**src/lsfcc_pkg.sv**
```systemverilog
// Shared types, codes and the colour palette of the fading colour chase block.
package lsfcc_pkg;

  localparam int unsigned StripLengthDefault = 30;
  localparam int unsigned IndexWidth        = 6;
  localparam int unsigned ChanWidth         = 8;
  localparam int unsigned HoldWidth         = 9;
  localparam int unsigned PalIdxWidth       = 3;
  localparam int unsigned CfgIdxWidth       = 1;

  localparam logic [ChanWidth-1:0] FadeStepReset  = 8'd5;
  localparam logic [ChanWidth-1:0] HoldLimitReset = 8'd50;

  typedef enum logic [1:0] {
    REQ_CLEAR   = 2'd0,
    REQ_RAINBOW = 2'd1,
    REQ_SOLID   = 2'd2,
    REQ_NONE    = 2'd3
  } req_type_e;

  typedef enum logic [CfgIdxWidth-1:0] {
    REG_FADE_STEP  = 1'd0,
    REG_HOLD_LIMIT = 1'd1
  } cfg_reg_e;

  typedef struct packed {
    logic [ChanWidth-1:0] red;
    logic [ChanWidth-1:0] green;
    logic [ChanWidth-1:0] blue;
  } pixel_t;

  // controller -> datapath
  typedef struct packed {
    logic apply;  // input word accepted, update strip per request type
    logic step;   // move one pixel into the output register
    logic last;   // this step is the final pixel of the frame
  } cmd_t;

  // datapath -> controller
  typedef struct packed {
    logic out_free;
  } status_t;

  function automatic pixel_t palette(input logic [PalIdxWidth-1:0] idx);
    pixel_t p;
    case (idx)
      3'd0:    p = '{red: 8'd150, green: 8'd150, blue: 8'd150};
      3'd1:    p = '{red: 8'd255, green: 8'd0,   blue: 8'd0};
      3'd2:    p = '{red: 8'd255, green: 8'd100, blue: 8'd0};
      3'd3:    p = '{red: 8'd100, green: 8'd255, blue: 8'd0};
      3'd4:    p = '{red: 8'd0,   green: 8'd255, blue: 8'd0};
      3'd5:    p = '{red: 8'd0,   green: 8'd100, blue: 8'd255};
      3'd6:    p = '{red: 8'd0,   green: 8'd0,   blue: 8'd255};
      default: p = '{red: 8'd100, green: 8'd0,   blue: 8'd255};
    endcase
    return p;
  endfunction

endpackage

```
**src/lsfcc_if.sv**
```systemverilog
// Request and pixel channel interfaces.
interface lsfcc_req_if;
  logic       valid;
  logic       ready;
  logic [1:0] req_type;
  logic [7:0] fill_red;
  logic [7:0] fill_green;
  logic [7:0] fill_blue;

  modport source (output valid, req_type, fill_red, fill_green, fill_blue, input ready);
  modport sink   (input valid, req_type, fill_red, fill_green, fill_blue, output ready);
endinterface

interface lsfcc_pix_if;
  logic       valid;
  logic       ready;
  logic [5:0] pixel_index;
  logic [7:0] pixel_red;
  logic [7:0] pixel_green;
  logic [7:0] pixel_blue;
  logic       frame_end;

  modport source (output valid, pixel_index, pixel_red, pixel_green, pixel_blue, frame_end,
                  input ready);
  modport sink   (input valid, pixel_index, pixel_red, pixel_green, pixel_blue, frame_end,
                  output ready);
endinterface

```
**src/lsfcc_ctrl.sv**
```systemverilog
// Controller: accepts requests and sequences the frame emission.
module lsfcc_ctrl #(
  parameter int unsigned StripLength = lsfcc_pkg::StripLengthDefault
) (
  input  logic                 clk_i,
  input  logic                 rst_ni,
  input  logic                 in_valid_i,
  input  logic [1:0]           req_type_i,
  output logic                 in_ready_o,
  input  lsfcc_pkg::status_t   status_i,
  output lsfcc_pkg::cmd_t      cmd_o,
  output logic [lsfcc_pkg::IndexWidth-1:0] pixel_index_o
);

  localparam int unsigned CntWidth = $clog2(StripLength);

  localparam logic StIdle = 1'b0;
  localparam logic StEmit = 1'b1;

  logic                state_q, state_d;
  logic [CntWidth-1:0] cnt_q, cnt_d;
  logic                accept;
  logic                emits;

  assign in_ready_o = (state_q == StIdle);
  assign accept     = in_valid_i && in_ready_o;
  assign emits      = (req_type_i == lsfcc_pkg::REQ_RAINBOW) ||
                      (req_type_i == lsfcc_pkg::REQ_SOLID);

  always_comb begin
    cmd_o.apply = accept;
    cmd_o.step  = (state_q == StEmit) && status_i.out_free;
    cmd_o.last  = (cnt_q == CntWidth'(StripLength - 1));
  end

  assign pixel_index_o = lsfcc_pkg::IndexWidth'(cnt_q);

  always_comb begin
    state_d = state_q;
    cnt_d   = cnt_q;
    case (state_q)
      StIdle: begin
        if (accept && emits) begin
          state_d = StEmit;
          cnt_d   = '0;
        end
      end
      StEmit: begin
        if (cmd_o.step) begin
          if (cmd_o.last) begin
            state_d = StIdle;
          end else begin
            cnt_d = cnt_q + CntWidth'(1);
          end
        end
      end
      default: state_d = StIdle;
    endcase
  end

  always_ff @(posedge clk_i or negedge rst_ni) begin
    if (!rst_ni) begin
      state_q <= StIdle;
      cnt_q   <= '0;
    end else begin
      state_q <= state_d;
      cnt_q   <= cnt_d;
    end
  end

endmodule

```
**src/lsfcc_dp.sv**
```systemverilog
// Datapath: pixel strip, palette sequencing, fade and the output register.
module lsfcc_dp #(
  parameter int unsigned StripLength = lsfcc_pkg::StripLengthDefault
) (
  input  logic                 clk_i,
  input  logic                 rst_ni,
  input  lsfcc_pkg::cmd_t      cmd_i,
  output lsfcc_pkg::status_t   status_o,
  input  logic [1:0]           req_type_i,
  input  lsfcc_pkg::pixel_t    fill_i,
  input  logic                 cfg_we_i,
  input  logic [lsfcc_pkg::CfgIdxWidth-1:0] cfg_idx_i,
  input  logic [lsfcc_pkg::ChanWidth-1:0]   cfg_data_i,
  input  logic [lsfcc_pkg::IndexWidth-1:0]  pixel_index_i,
  output logic                 out_valid_o,
  input  logic                 out_ready_i,
  output logic [lsfcc_pkg::IndexWidth-1:0]  out_index_o,
  output lsfcc_pkg::pixel_t    out_pixel_o,
  output logic                 out_last_o
);

  localparam int unsigned CW = lsfcc_pkg::ChanWidth;
  localparam int unsigned HW = lsfcc_pkg::HoldWidth;
  localparam int unsigned PW = lsfcc_pkg::PalIdxWidth;

  lsfcc_pkg::pixel_t px_q [StripLength];
  lsfcc_pkg::pixel_t px_d [StripLength];

  logic [CW-1:0] fade_step_q, hold_limit_q;
  logic [HW-1:0] hold_q, hold_d, hold_nxt;
  logic [PW-1:0] pal_q, pal_d, pal_nxt;
  logic          advance;
  lsfcc_pkg::pixel_t target, faded;

  logic                             out_valid_q;
  logic [lsfcc_pkg::IndexWidth-1:0] out_index_q;
  lsfcc_pkg::pixel_t                out_pixel_q;
  logic                             out_last_q;

  // one channel moves by the step towards its target when further than a step away
  function automatic logic [CW-1:0] fade(input logic [CW-1:0] cur,
                                         input logic [CW-1:0] tgt,
                                         input logic [CW-1:0] stp);
    logic [CW:0] c;
    logic [CW:0] t;
    logic [CW:0] s;
    c = {1'b0, cur};
    t = {1'b0, tgt};
    s = {1'b0, stp};
    if ((c + s) < t) c = c + s;
    if (c > (t + s)) c = c - s;
    return c[CW-1:0];
  endfunction

  assign advance  = (hold_q > {1'b0, hold_limit_q});
  assign pal_nxt  = advance ? (pal_q + PW'(1)) : pal_q;
  assign hold_nxt = (advance ? '0 : hold_q) + HW'(1);
  assign target   = lsfcc_pkg::palette(pal_nxt);

  always_comb begin
    faded.red   = fade(px_q[0].red,   target.red,   fade_step_q);
    faded.green = fade(px_q[0].green, target.green, fade_step_q);
    faded.blue  = fade(px_q[0].blue,  target.blue,  fade_step_q);
  end

  always_comb begin
    px_d   = px_q;
    hold_d = hold_q;
    pal_d  = pal_q;
    if (cmd_i.apply) begin
      case (req_type_i)
        lsfcc_pkg::REQ_CLEAR: begin
          for (int i = 0; i < StripLength; i++) px_d[i] = '0;
        end
        lsfcc_pkg::REQ_RAINBOW: begin
          for (int i = 1; i < StripLength; i++) px_d[i] = px_q[i-1];
          px_d[0] = faded;
          hold_d  = hold_nxt;
          pal_d   = pal_nxt;
        end
        lsfcc_pkg::REQ_SOLID: begin
          for (int i = 0; i < StripLength; i++) px_d[i] = fill_i;
        end
        default: ;
      endcase
    end else if (cmd_i.step) begin
      // rotate so the next pixel reaches the head; a full frame restores the order
      for (int i = 0; i < StripLength - 1; i++) px_d[i] = px_q[i+1];
      px_d[StripLength-1] = px_q[0];
    end
  end

  always_ff @(posedge clk_i or negedge rst_ni) begin
    if (!rst_ni) begin
      for (int i = 0; i < StripLength; i++) px_q[i] <= '0;
      hold_q       <= '0;
      pal_q        <= '0;
      fade_step_q  <= lsfcc_pkg::FadeStepReset;
      hold_limit_q <= lsfcc_pkg::HoldLimitReset;
    end else begin
      px_q   <= px_d;
      hold_q <= hold_d;
      pal_q  <= pal_d;
      if (cfg_we_i) begin
        case (cfg_idx_i)
          lsfcc_pkg::REG_FADE_STEP:  fade_step_q  <= cfg_data_i;
          lsfcc_pkg::REG_HOLD_LIMIT: hold_limit_q <= cfg_data_i;
          default: ;
        endcase
      end
    end
  end

  assign status_o.out_free = !out_valid_q || out_ready_i;

  always_ff @(posedge clk_i or negedge rst_ni) begin
    if (!rst_ni) begin
      out_valid_q <= 1'b0;
    end else if (cmd_i.step) begin
      out_valid_q <= 1'b1;
    end else if (out_ready_i) begin
      out_valid_q <= 1'b0;
    end
  end

  always_ff @(posedge clk_i) begin
    if (cmd_i.step) begin
      out_index_q <= pixel_index_i;
      out_pixel_q <= px_q[0];
      out_last_q  <= cmd_i.last;
    end
  end

  assign out_valid_o = out_valid_q;
  assign out_index_o = out_index_q;
  assign out_pixel_o = out_pixel_q;
  assign out_last_o  = out_last_q;

endmodule

```
**src/led_strip_fading_color_chase_top.sv**
```systemverilog
// Top level of the fading colour chase LED strip block.
//
// Channels: req_i takes one request word (clear, rainbow step, solid fill);
// pix_o gives one word per pixel, index 0 first, frame_end on the last.
// Configuration: cfg_we_i/cfg_idx_i/cfg_data_i write fade step (0) and hold
// limit (1); write only while no frame is in flight.
// Frame: after a rainbow or solid request is taken, the controller enters its
// emit state and each pixel word passes through the output register. A frame
// is StripLength words at one word per cycle while the receiver does not
// stall; a clear or unused request yields no pixel words.
// The pixel store is a rotating register line: each emitted word comes from
// its head, and one full frame returns it to strip order.
// req_i.ready is high while no frame is being emitted; a new request may be
// taken while the last pixel word still waits in the output register.
// A receiver stall holds the output word and pauses the rotation.
// Reset clears the strip, hold counter and palette index, loads fade step 5
// and hold limit 50, and leaves both channels idle.
module led_strip_fading_color_chase_top #(
  parameter int unsigned StripLength = lsfcc_pkg::StripLengthDefault
) (
  input  logic                 clk_i,
  input  logic                 rst_ni,
  lsfcc_req_if.sink            req_i,
  lsfcc_pix_if.source          pix_o,
  input  logic                 cfg_we_i,
  input  logic [lsfcc_pkg::CfgIdxWidth-1:0] cfg_idx_i,
  input  logic [lsfcc_pkg::ChanWidth-1:0]   cfg_data_i
);

  lsfcc_pkg::cmd_t    cmd;
  lsfcc_pkg::status_t status;
  lsfcc_pkg::pixel_t  fill;
  lsfcc_pkg::pixel_t  out_pixel;
  logic [lsfcc_pkg::IndexWidth-1:0] pixel_index;

  assign fill = '{red: req_i.fill_red, green: req_i.fill_green, blue: req_i.fill_blue};

  lsfcc_ctrl #(
    .StripLength (StripLength)
  ) u_ctrl (
    .clk_i         (clk_i),
    .rst_ni        (rst_ni),
    .in_valid_i    (req_i.valid),
    .req_type_i    (req_i.req_type),
    .in_ready_o    (req_i.ready),
    .status_i      (status),
    .cmd_o         (cmd),
    .pixel_index_o (pixel_index)
  );

  lsfcc_dp #(
    .StripLength (StripLength)
  ) u_dp (
    .clk_i         (clk_i),
    .rst_ni        (rst_ni),
    .cmd_i         (cmd),
    .status_o      (status),
    .req_type_i    (req_i.req_type),
    .fill_i        (fill),
    .cfg_we_i      (cfg_we_i),
    .cfg_idx_i     (cfg_idx_i),
    .cfg_data_i    (cfg_data_i),
    .pixel_index_i (pixel_index),
    .out_valid_o   (pix_o.valid),
    .out_ready_i   (pix_o.ready),
    .out_index_o   (pix_o.pixel_index),
    .out_pixel_o   (out_pixel),
    .out_last_o    (pix_o.frame_end)
  );

  assign pix_o.pixel_red   = out_pixel.red;
  assign pix_o.pixel_green = out_pixel.green;
  assign pix_o.pixel_blue  = out_pixel.blue;

endmodule

```
**src/flat_wrapper.sv**
```systemverilog
// flat-port wrapper written by rule: the top's interface ports become plain ports
module led_strip_fading_color_chase_top_flat 
#(
  parameter int unsigned StripLength = lsfcc_pkg::StripLengthDefault
)
  (clk_i, rst_ni, cfg_we_i, cfg_idx_i, cfg_data_i, req_i_valid, req_i_req_type, req_i_fill_red, req_i_fill_green, req_i_fill_blue, req_i_ready, pix_o_valid, pix_o_pixel_index, pix_o_pixel_red, pix_o_pixel_green, pix_o_pixel_blue, pix_o_frame_end, pix_o_ready);
  lsfcc_req_if req_i_i ();
  lsfcc_pix_if pix_o_i ();
  input  logic clk_i;
  input  logic rst_ni;
  input  logic cfg_we_i;
  input  logic [lsfcc_pkg::CfgIdxWidth-1:0] cfg_idx_i;
  input  logic [lsfcc_pkg::ChanWidth-1:0] cfg_data_i;
  input wire logic [$bits(req_i_i.valid)-1:0] req_i_valid;
  input wire logic [$bits(req_i_i.req_type)-1:0] req_i_req_type;
  input wire logic [$bits(req_i_i.fill_red)-1:0] req_i_fill_red;
  input wire logic [$bits(req_i_i.fill_green)-1:0] req_i_fill_green;
  input wire logic [$bits(req_i_i.fill_blue)-1:0] req_i_fill_blue;
  output wire logic [$bits(req_i_i.ready)-1:0] req_i_ready;
  output wire logic [$bits(pix_o_i.valid)-1:0] pix_o_valid;
  output wire logic [$bits(pix_o_i.pixel_index)-1:0] pix_o_pixel_index;
  output wire logic [$bits(pix_o_i.pixel_red)-1:0] pix_o_pixel_red;
  output wire logic [$bits(pix_o_i.pixel_green)-1:0] pix_o_pixel_green;
  output wire logic [$bits(pix_o_i.pixel_blue)-1:0] pix_o_pixel_blue;
  output wire logic [$bits(pix_o_i.frame_end)-1:0] pix_o_frame_end;
  input wire logic [$bits(pix_o_i.ready)-1:0] pix_o_ready;
  assign req_i_i.valid = req_i_valid;
  assign req_i_i.req_type = req_i_req_type;
  assign req_i_i.fill_red = req_i_fill_red;
  assign req_i_i.fill_green = req_i_fill_green;
  assign req_i_i.fill_blue = req_i_fill_blue;
  assign req_i_ready = req_i_i.ready;
  assign pix_o_valid = pix_o_i.valid;
  assign pix_o_pixel_index = pix_o_i.pixel_index;
  assign pix_o_pixel_red = pix_o_i.pixel_red;
  assign pix_o_pixel_green = pix_o_i.pixel_green;
  assign pix_o_pixel_blue = pix_o_i.pixel_blue;
  assign pix_o_frame_end = pix_o_i.frame_end;
  assign pix_o_i.ready = pix_o_ready;
  led_strip_fading_color_chase_top #(.StripLength(StripLength)) u_core (.clk_i(clk_i), .rst_ni(rst_ni), .req_i(req_i_i), .pix_o(pix_o_i), .cfg_we_i(cfg_we_i), .cfg_idx_i(cfg_idx_i), .cfg_data_i(cfg_data_i));
endmodule
```
**config.mk**
```make
export PLATFORM = sky130hd
export DESIGN_NAME = led_strip_fading_color_chase_top_flat
export DESIGN_NICKNAME = d
export VERILOG_FILES = /design/src/lsfcc_pkg.sv /design/src/lsfcc_if.sv /design/src/lsfcc_ctrl.sv /design/src/lsfcc_dp.sv /design/src/led_strip_fading_color_chase_top.sv /design/src/flat_wrapper.sv
export SDC_FILE = /design/constraint.sdc
export NUM_CORES = 2
export LEC_CHECK = 0
export ABC_AREA = 0
export BUFFER_PORTS_ARGS = -buffer_cell sky130_fd_sc_hd__clkbuf_2
export CAP_MARGIN = 25
export CORE_ASPECT_RATIO = 1.1
export CORE_MARGIN = 1.5
export CORE_UTILIZATION = 35
export DETAILED_ROUTE_END_ITERATION = 7
export GPL_TIMING_DRIVEN = 1
export PLACE_DENSITY = 0.46
export RECOVER_POWER = 50
export REMOVE_ABC_BUFFERS = 1
export SYNTH_ARGS = -nofsm -noshare
export SYNTH_HDL_FRONTEND = slang
export SYNTH_HIERARCHICAL = 1
export SYNTH_SLANG_ARGS = --single-unit
```
**constraint.sdc**
```tcl
create_clock -name clk_i -period 17.1 [get_ports clk_i]
set_input_delay 1.71 -clock clk_i [delete_from_list [all_inputs] [get_ports clk_i]]
set_output_delay 1.71 -clock clk_i [all_outputs]
set_load 0.02 [all_outputs]
```
After elaboration in Yosys (flattened, before gate mapping)
Index checks and enable logic that the tools add are counted.
{"block": "word_totals", "regBits": 785, "input_bits": 40, "elab_cells": 173}
{"block": "op_classes", "add_sub_neg": 12, "n_lt_le_gt_ge": 7, "eq_ne": 13, "n_mux": 22, "bitwise": 2, "n_reduce_logical": 15}
{"cell": "$pmux 720 s3", "count": 1}
{"cell": "$mux 720", "count": 2}
{"cell": "$pmux 24 s7", "count": 1}
{"cell": "$add 8x8->9", "count": 6}
{"cell": "$mux 9", "count": 4}
{"cell": "$gt 9x9->1", "count": 3}
{"cell": "$lt 9x8->1", "count": 3}
{"cell": "$mux 8", "count": 3}
{"cell": "$sub 8x8->8", "count": 3}
{"cell": "$mux 5", "count": 3}
{"cell": "$pmux 5 s2", "count": 1}
{"cell": "$add 9x1->9 const B", "count": 1}
{"cell": "$eq 3x3->1 const B", "count": 3}
{"cell": "$gt 9x8->1", "count": 1}
{"cell": "$reduce_and 2->1", "count": 4}
{"cell": "$eq 3x2->1 const B", "count": 2}
{"cell": "$add 5x1->5 const B", "count": 1}
{"cell": "$eq 5x5->1 const B", "count": 1}
{"cell": "$mux 1", "count": 5}
{"cell": "$ne 2x1->1 const B", "count": 2}
{"cell": "$ne 4x2->1 const B", "count": 1}
{"cell": "$reduce_bool 2->1", "count": 2}
{"cell": "$add 3x1->3 const B", "count": 1}
{"cell": "$eq 3x1->1 const B", "count": 1}
{"cell": "other kinds (12)", "count": 16}

Depth between registers and ports, before layout
{"block": "depth", "depth_word": 10, "depth_mapped": 31}

Hierarchy
Netlist, hierarchy kept.
{"mod": "lsfcc_dp", "instances": 1, "cells_each": 4793, "area_each_um2": 42044.1}
{"mod": "lsfcc_ctrl", "instances": 1, "cells_each": 37, "area_each_um2": 375.4}

Least setup slack after synthesis
OpenSTA, ideal clock, no wires.
{"block": "synth_path", "kind": "register to register", "startpoint": "reg u_core.u_dp.hold_limit_q[5]", "endpoint": "reg u_core/u_dp/px_q[711] (netlist name)", "setup_time_ns": 0.120, "arrival_ns": 6.289, "slack_ns": 10.691, "path_stages_with_launch": 32, "synth_period_minus_slack_ns": 6.409, "cell_sequence": "dfstp_2 -> inv_1 -> ha_1 -> a21o_1 -> a211oi_1 -> a211o_1 -> clkbuf_1 -> nand2_1 -> nor2_1 -> o21ai_0 -> o21a_1 -> ha_1 -> a21o_1 -> a21oi_1 -> o21ai_0 -> nor4b_1 -> nor3_1 -> maj3_2 -> a2111oi_4 -> mux2i_1 -> inv_1 -> ha_1 -> nor2b_1 -> o21ai_0 -> nand2b_1 -> a21o_1 -> a21o_1 -> a31oi_1 -> xor2_1 -> nand2_1 -> xnor2_1 -> a31o_1"}
{"block": "synth_via", "elab_chain_len": 10}
{"element": "from (decl)", "line": "lsfcc_dp.sv:29", "rtl": "logic [CW-1:0] fade_step_q, hold_limit_q;"}
{"element": "from (signal assigned)", "line": "lsfcc_dp.sv:99", "rtl": "hold_limit_q <= lsfcc_pkg::HoldLimitReset;"}
{"element": "from (signal assigned)", "line": "lsfcc_dp.sv:107", "rtl": "lsfcc_pkg::REG_HOLD_LIMIT: hold_limit_q <= cfg_data_i;"}
{"element": "$gt 9x8->1 (*)", "line": "lsfcc_dp.sv:55", "rtl": "assign advance = (hold_q > {1'b0, hold_limit_q});"}
{"element": "$mux 3 (*)", "line": "lsfcc_dp.sv:56", "rtl": "assign pal_nxt = advance ? (pal_q + PW'(1)) : pal_q;"}
{"element": "$eq 3x3->1, or another cell as far along", "line": "lsfcc_pkg.sv:46", "rtl": "case (idx)"}
{"element": "$pmux 24 s7 (*)", "line": "lsfcc_pkg.sv:46"}
{"element": "$lt 9x8->1", "line": "lsfcc_dp.sv:50", "rtl": "if ((c + s) < t) c = c + s;"}
{"element": "$mux 9", "line": "lsfcc_dp.sv:50"}
{"element": "$sub 8x8->8 or $gt 9x9->1 (tied branches)", "line": "lsfcc_dp.sv:51", "rtl": "if (c > (t + s)) c = c - s;"}
{"element": "$mux 8 (*)", "line": "lsfcc_dp.sv:51"}
{"element": "$pmux 720 s3 (*)", "line": "lsfcc_dp.sv:71", "rtl": "case (req_type_i)"}
{"element": "$mux 720 (*)", "line": "lsfcc_dp.sv:70", "rtl": "if (cmd_i.apply) begin"}
{"element": "to (signal assigned)", "line": "lsfcc_dp.sv:101", "rtl": "px_q <= px_d;"}
{"element": "to (decl)", "line": "lsfcc_dp.sv:26", "rtl": "lsfcc_pkg::pixel_t px_q [StripLength];"}
Every way passes the cells marked *; elsewhere a longest branch is shown, timed or not.
A chain may end at the register's enable or synchronous reset.

==> results.md <==
* Status: finished, violations left
* Violated checks: capacitance limit, slew limit
* Synth cell types at 67
* Max transition margin at -265%
* CP Launch Type: input pin
* Share of the synthesized area in the top cell type at 44.2%
* Yosys reg bits at 786
* Vias per cell at 5.87
* Comb pwr share at 45.9%
* Pre-antenna DRT Iters at 5
* Hold Path Class: reg -> reg
* Final hold slack at 0.482 ns
* Ys Warns at 6
* Vias at 36.5k
* Core Region at 120000 µm²
* Final setup TNS at 0 ns
* Post-route ant nets at 0
* Clock power share at 19.9%
* Min Tclk post-route at 10.96 ns
* Register area share after synthesis at 46.7%
* Commonest non-fill, non-tap cell in the layout: a21oi_1
* Arr. time, crit path at 11.52 ns
* Root buffer cell: clkbuf_16
* Worst vdd ir at 0.259 mV
* DP Wirelength at 63100 µm
* Period utilisation layout at 64.1%
* Num Clock Sinks at 786
* WS Path Type: in -> reg
* Width of the die at 335 µm
* Worst-path clk slew at 0.06 ns
* Antenna violations before repair at 4
* Pint at 0.00596 W
* Post-CTS Setup Bufs at 0
* Maximum clock rate at 0.0912 GHz
* Routability Congestion at 0.822
* Number of remaining DRC errors at 0
* Unrepaired setup endpoints after global routing: false
* # IOs at 73
* PD cells at 219 nW/µm²
* Synth area leader: dfrtp_1
* Syn avg cell area at 8.78 µm²
* WL per Instance at 19.6 µm
* Synth area leaders: dfrtp_1, a21oi_1, o22ai_1
* CP endpoint kind: flip-flop
* Lkg Pwr at 18.5 nW
* Share of cells above drive strength 1 at 6.12%
* Vias in the first global route at 36.4k
* Post-Route WL at 122000 µm
* Final worst setup slack at 6.14 ns
* Clock Skew at 0.0227 ns
* Iteration-0 DRC count of the detailed router at 3192
* Dominant synthesized flop cell: dfrtp_1
* Most frequent cells in the layout: a21oi_1, dfrtp_1, o22ai_1
* Antenna fix cells at 0
* Net switching power at 0.00428 W
* FFs w/ async S/R, synth at 96.1%
* H-tree lvl count at 3
* Area growth from synthesis to layout at 10.1%
* CTS Hold Bufs at 0
* Least-Margin Pin Slew at 5.44 ns
* Site row count at 133
* Fill count at 12.2k
* GRT overflow at 0
* Finished Cell Area at 46700 µm²
* Post-synth EDFFs at 31
* Dpl ws at 9.93 ns
* CP required at 17.66 ns
* Placed instance area at 43600 µm²
* Die area at 123000 µm²
* Initial core utilization at 35.4%
* Sequential share of power at 34.2%
* Port Buffer Count at 72
* CTS resizes at 0
* # setup viols final at 0
* Mapped cell area at 42400 µm²
* Final #Nets at 4759
* CTS Buffer Depth at 3
* Fin. max-slew vios at 860
* Synthesized instance count at 4830
* Num CTS Buffers at 94
* CTS tree: built
* Switching Share at 41.8%
* CP max FO at 180
* Clock insertion delay at the later pin of the skew report at 0.70 ns
* First-pass GRT wire length at 200000 µm
* Hold Vio Cnt, Final at 0
* Total Routing Usage GR at 19.5%
* Die height at 368 µm
* Largest net degree at the start of global routing at 222
* MaxCap Viol Count at 14
## metrics by stage
stage               util (%)  total power, W  cells
CTS                     39.0          0.0103   6204
detailed placement      36.4         0.00819   6033
global placement        36.4         0.00816   6029
global route            39.0          0.0111   6208
floorplan                  -         0.00755   4344
finish                  39.0          0.0102   6208
## sequential cells by signal (all words and copies together) (netlist names)
signal                    flops
u_core/u_dp/out_last_o        1
u_core/u_dp/out_index_o       6
u_core/u_dp/pal_q             3
u_core/u_dp/out_valid_o       1
u_core/u_ctrl/cnt_q           5
u_core/u_dp/px_q            720
u_core/u_dp/out_pixel_o      24
u_core/u_dp/fade_step_q       8
u_core/u_dp/hold_q            9
u_core/u_ctrl/state_q         1
u_core/u_dp/hold_limit_q      8
## cells in the mapped netlist, types with 3 or more instances
cell and count:
a221o_1 3, nor2_1 415, a2111oi_0 3, a211oi_1 7
nand2b_1 15, xor2_1 25, a21oi_1 1167, edfxtp_1 31
nor3_1 14, xnor2_1 39, nor2b_1 20, a31o_2 3
dfstp_2 5, nand4_1 7, nor3b_1 11, or3_1 4
buf_1 25, o21bai_1 15, o21a_1 137, a221oi_1 3
o21ai_0 125, inv_1 246, ha_1 129, and2_1 31
dfrtp_1 750, mux2_2 25, o221ai_1 258, fa_1 9
nand3b_1 3, nand2_1 147, a21o_1 25, o22ai_1 440
nand3_1 152, o211a_1 8, mux2i_1 9, and3_1 12
clkbuf_1 461, a31oi_1 13
## power groups by stage
stage	clock (W)	combinational [W]	sequential, W
6_report	0.00204	0.00469	0.00350
4_1_cts	0.00212	0.00469	0.00349
3_3_place_gp	0	0.00465	0.00351
2_1_floorplan	0	0.00416	0.00339
5_1_grt	0.00219	0.00533	0.00362
3_5_place_dp	0	0.00468	0.00351
## logic make-up (layout without fill, tap and decap cells)
logic type      Yosys count  count (layout)  synth area share [%]
compound gates         2232            2232                  31.6
simple gates            837             837                  8.62
flops                   786             786                  46.7
buf+inv                 735             559                  6.52
fa+ha+maj               139             139                  4.26
xor+xnor                 64              64                  1.32
mux                      35              35                 0.911
other cells               2               4                0.0177
## per-layer routing
layer | global-route usage, % | wire (µm) | vias to the layer above
met2 | 31.1 | 56000 | 620
met1 | 27.6 | 59100 | 18500
met3 | 2.64 | 4550 | 125
li1 | - | - | 17300
met4 | 5.19 | 2190 | 4
met5 | 0 | 21 | -
## layout make-up
cell class	count	area, µm²	share of cell area, %
Sequential cell	786	19800	42.5
Timing Repair Buffer	141	1010	2.16
Tap cell	1552	1940	4.16
Clock buffer	148	2890	6.19
Multi-Input combinational cell	3311	19800	42.5
Clock inverter	23	238	0.509
Inverter	247	945	2.02
## worst paths after layout
path / start / endpoint / slack (ns) / depth (start not counted)
worst max-delay path: pix_o_ready / u_core/u_dp/px_q[706] / 6.14 / 10
worst min-delay path: u_core/u_dp/px_q[21] / u_core/u_dp/px_q[21] / 0.48 / 2
min in group asynchronous: rst_ni / u_core/u_dp/px_q[364] / 2.42 / 1
worst max register to register: u_core/u_dp/out_valid_o / u_core/u_dp/px_q[706] / 6.96 / 9
max in group asynchronous: rst_ni / u_core/u_dp/px_q[346] / 7.16 / 4
worst min register to register: u_core/u_dp/px_q[21] / u_core/u_dp/px_q[21] / 0.48 / 2
## worst max-delay path, cell delays in order
cell and delay [ns]:
clkbuf_2 0.07, nand2b_1 0.18, nand2_1 0.19, clkinvlp_2 4.03, nor2_1 1.75, a21o_1 2.23
buf_12 0.61, a21oi_1 0.08, a21oi_1 0.46, a21oi_1 0.08
Note: power is estimated with default switching activity, not from simulation.
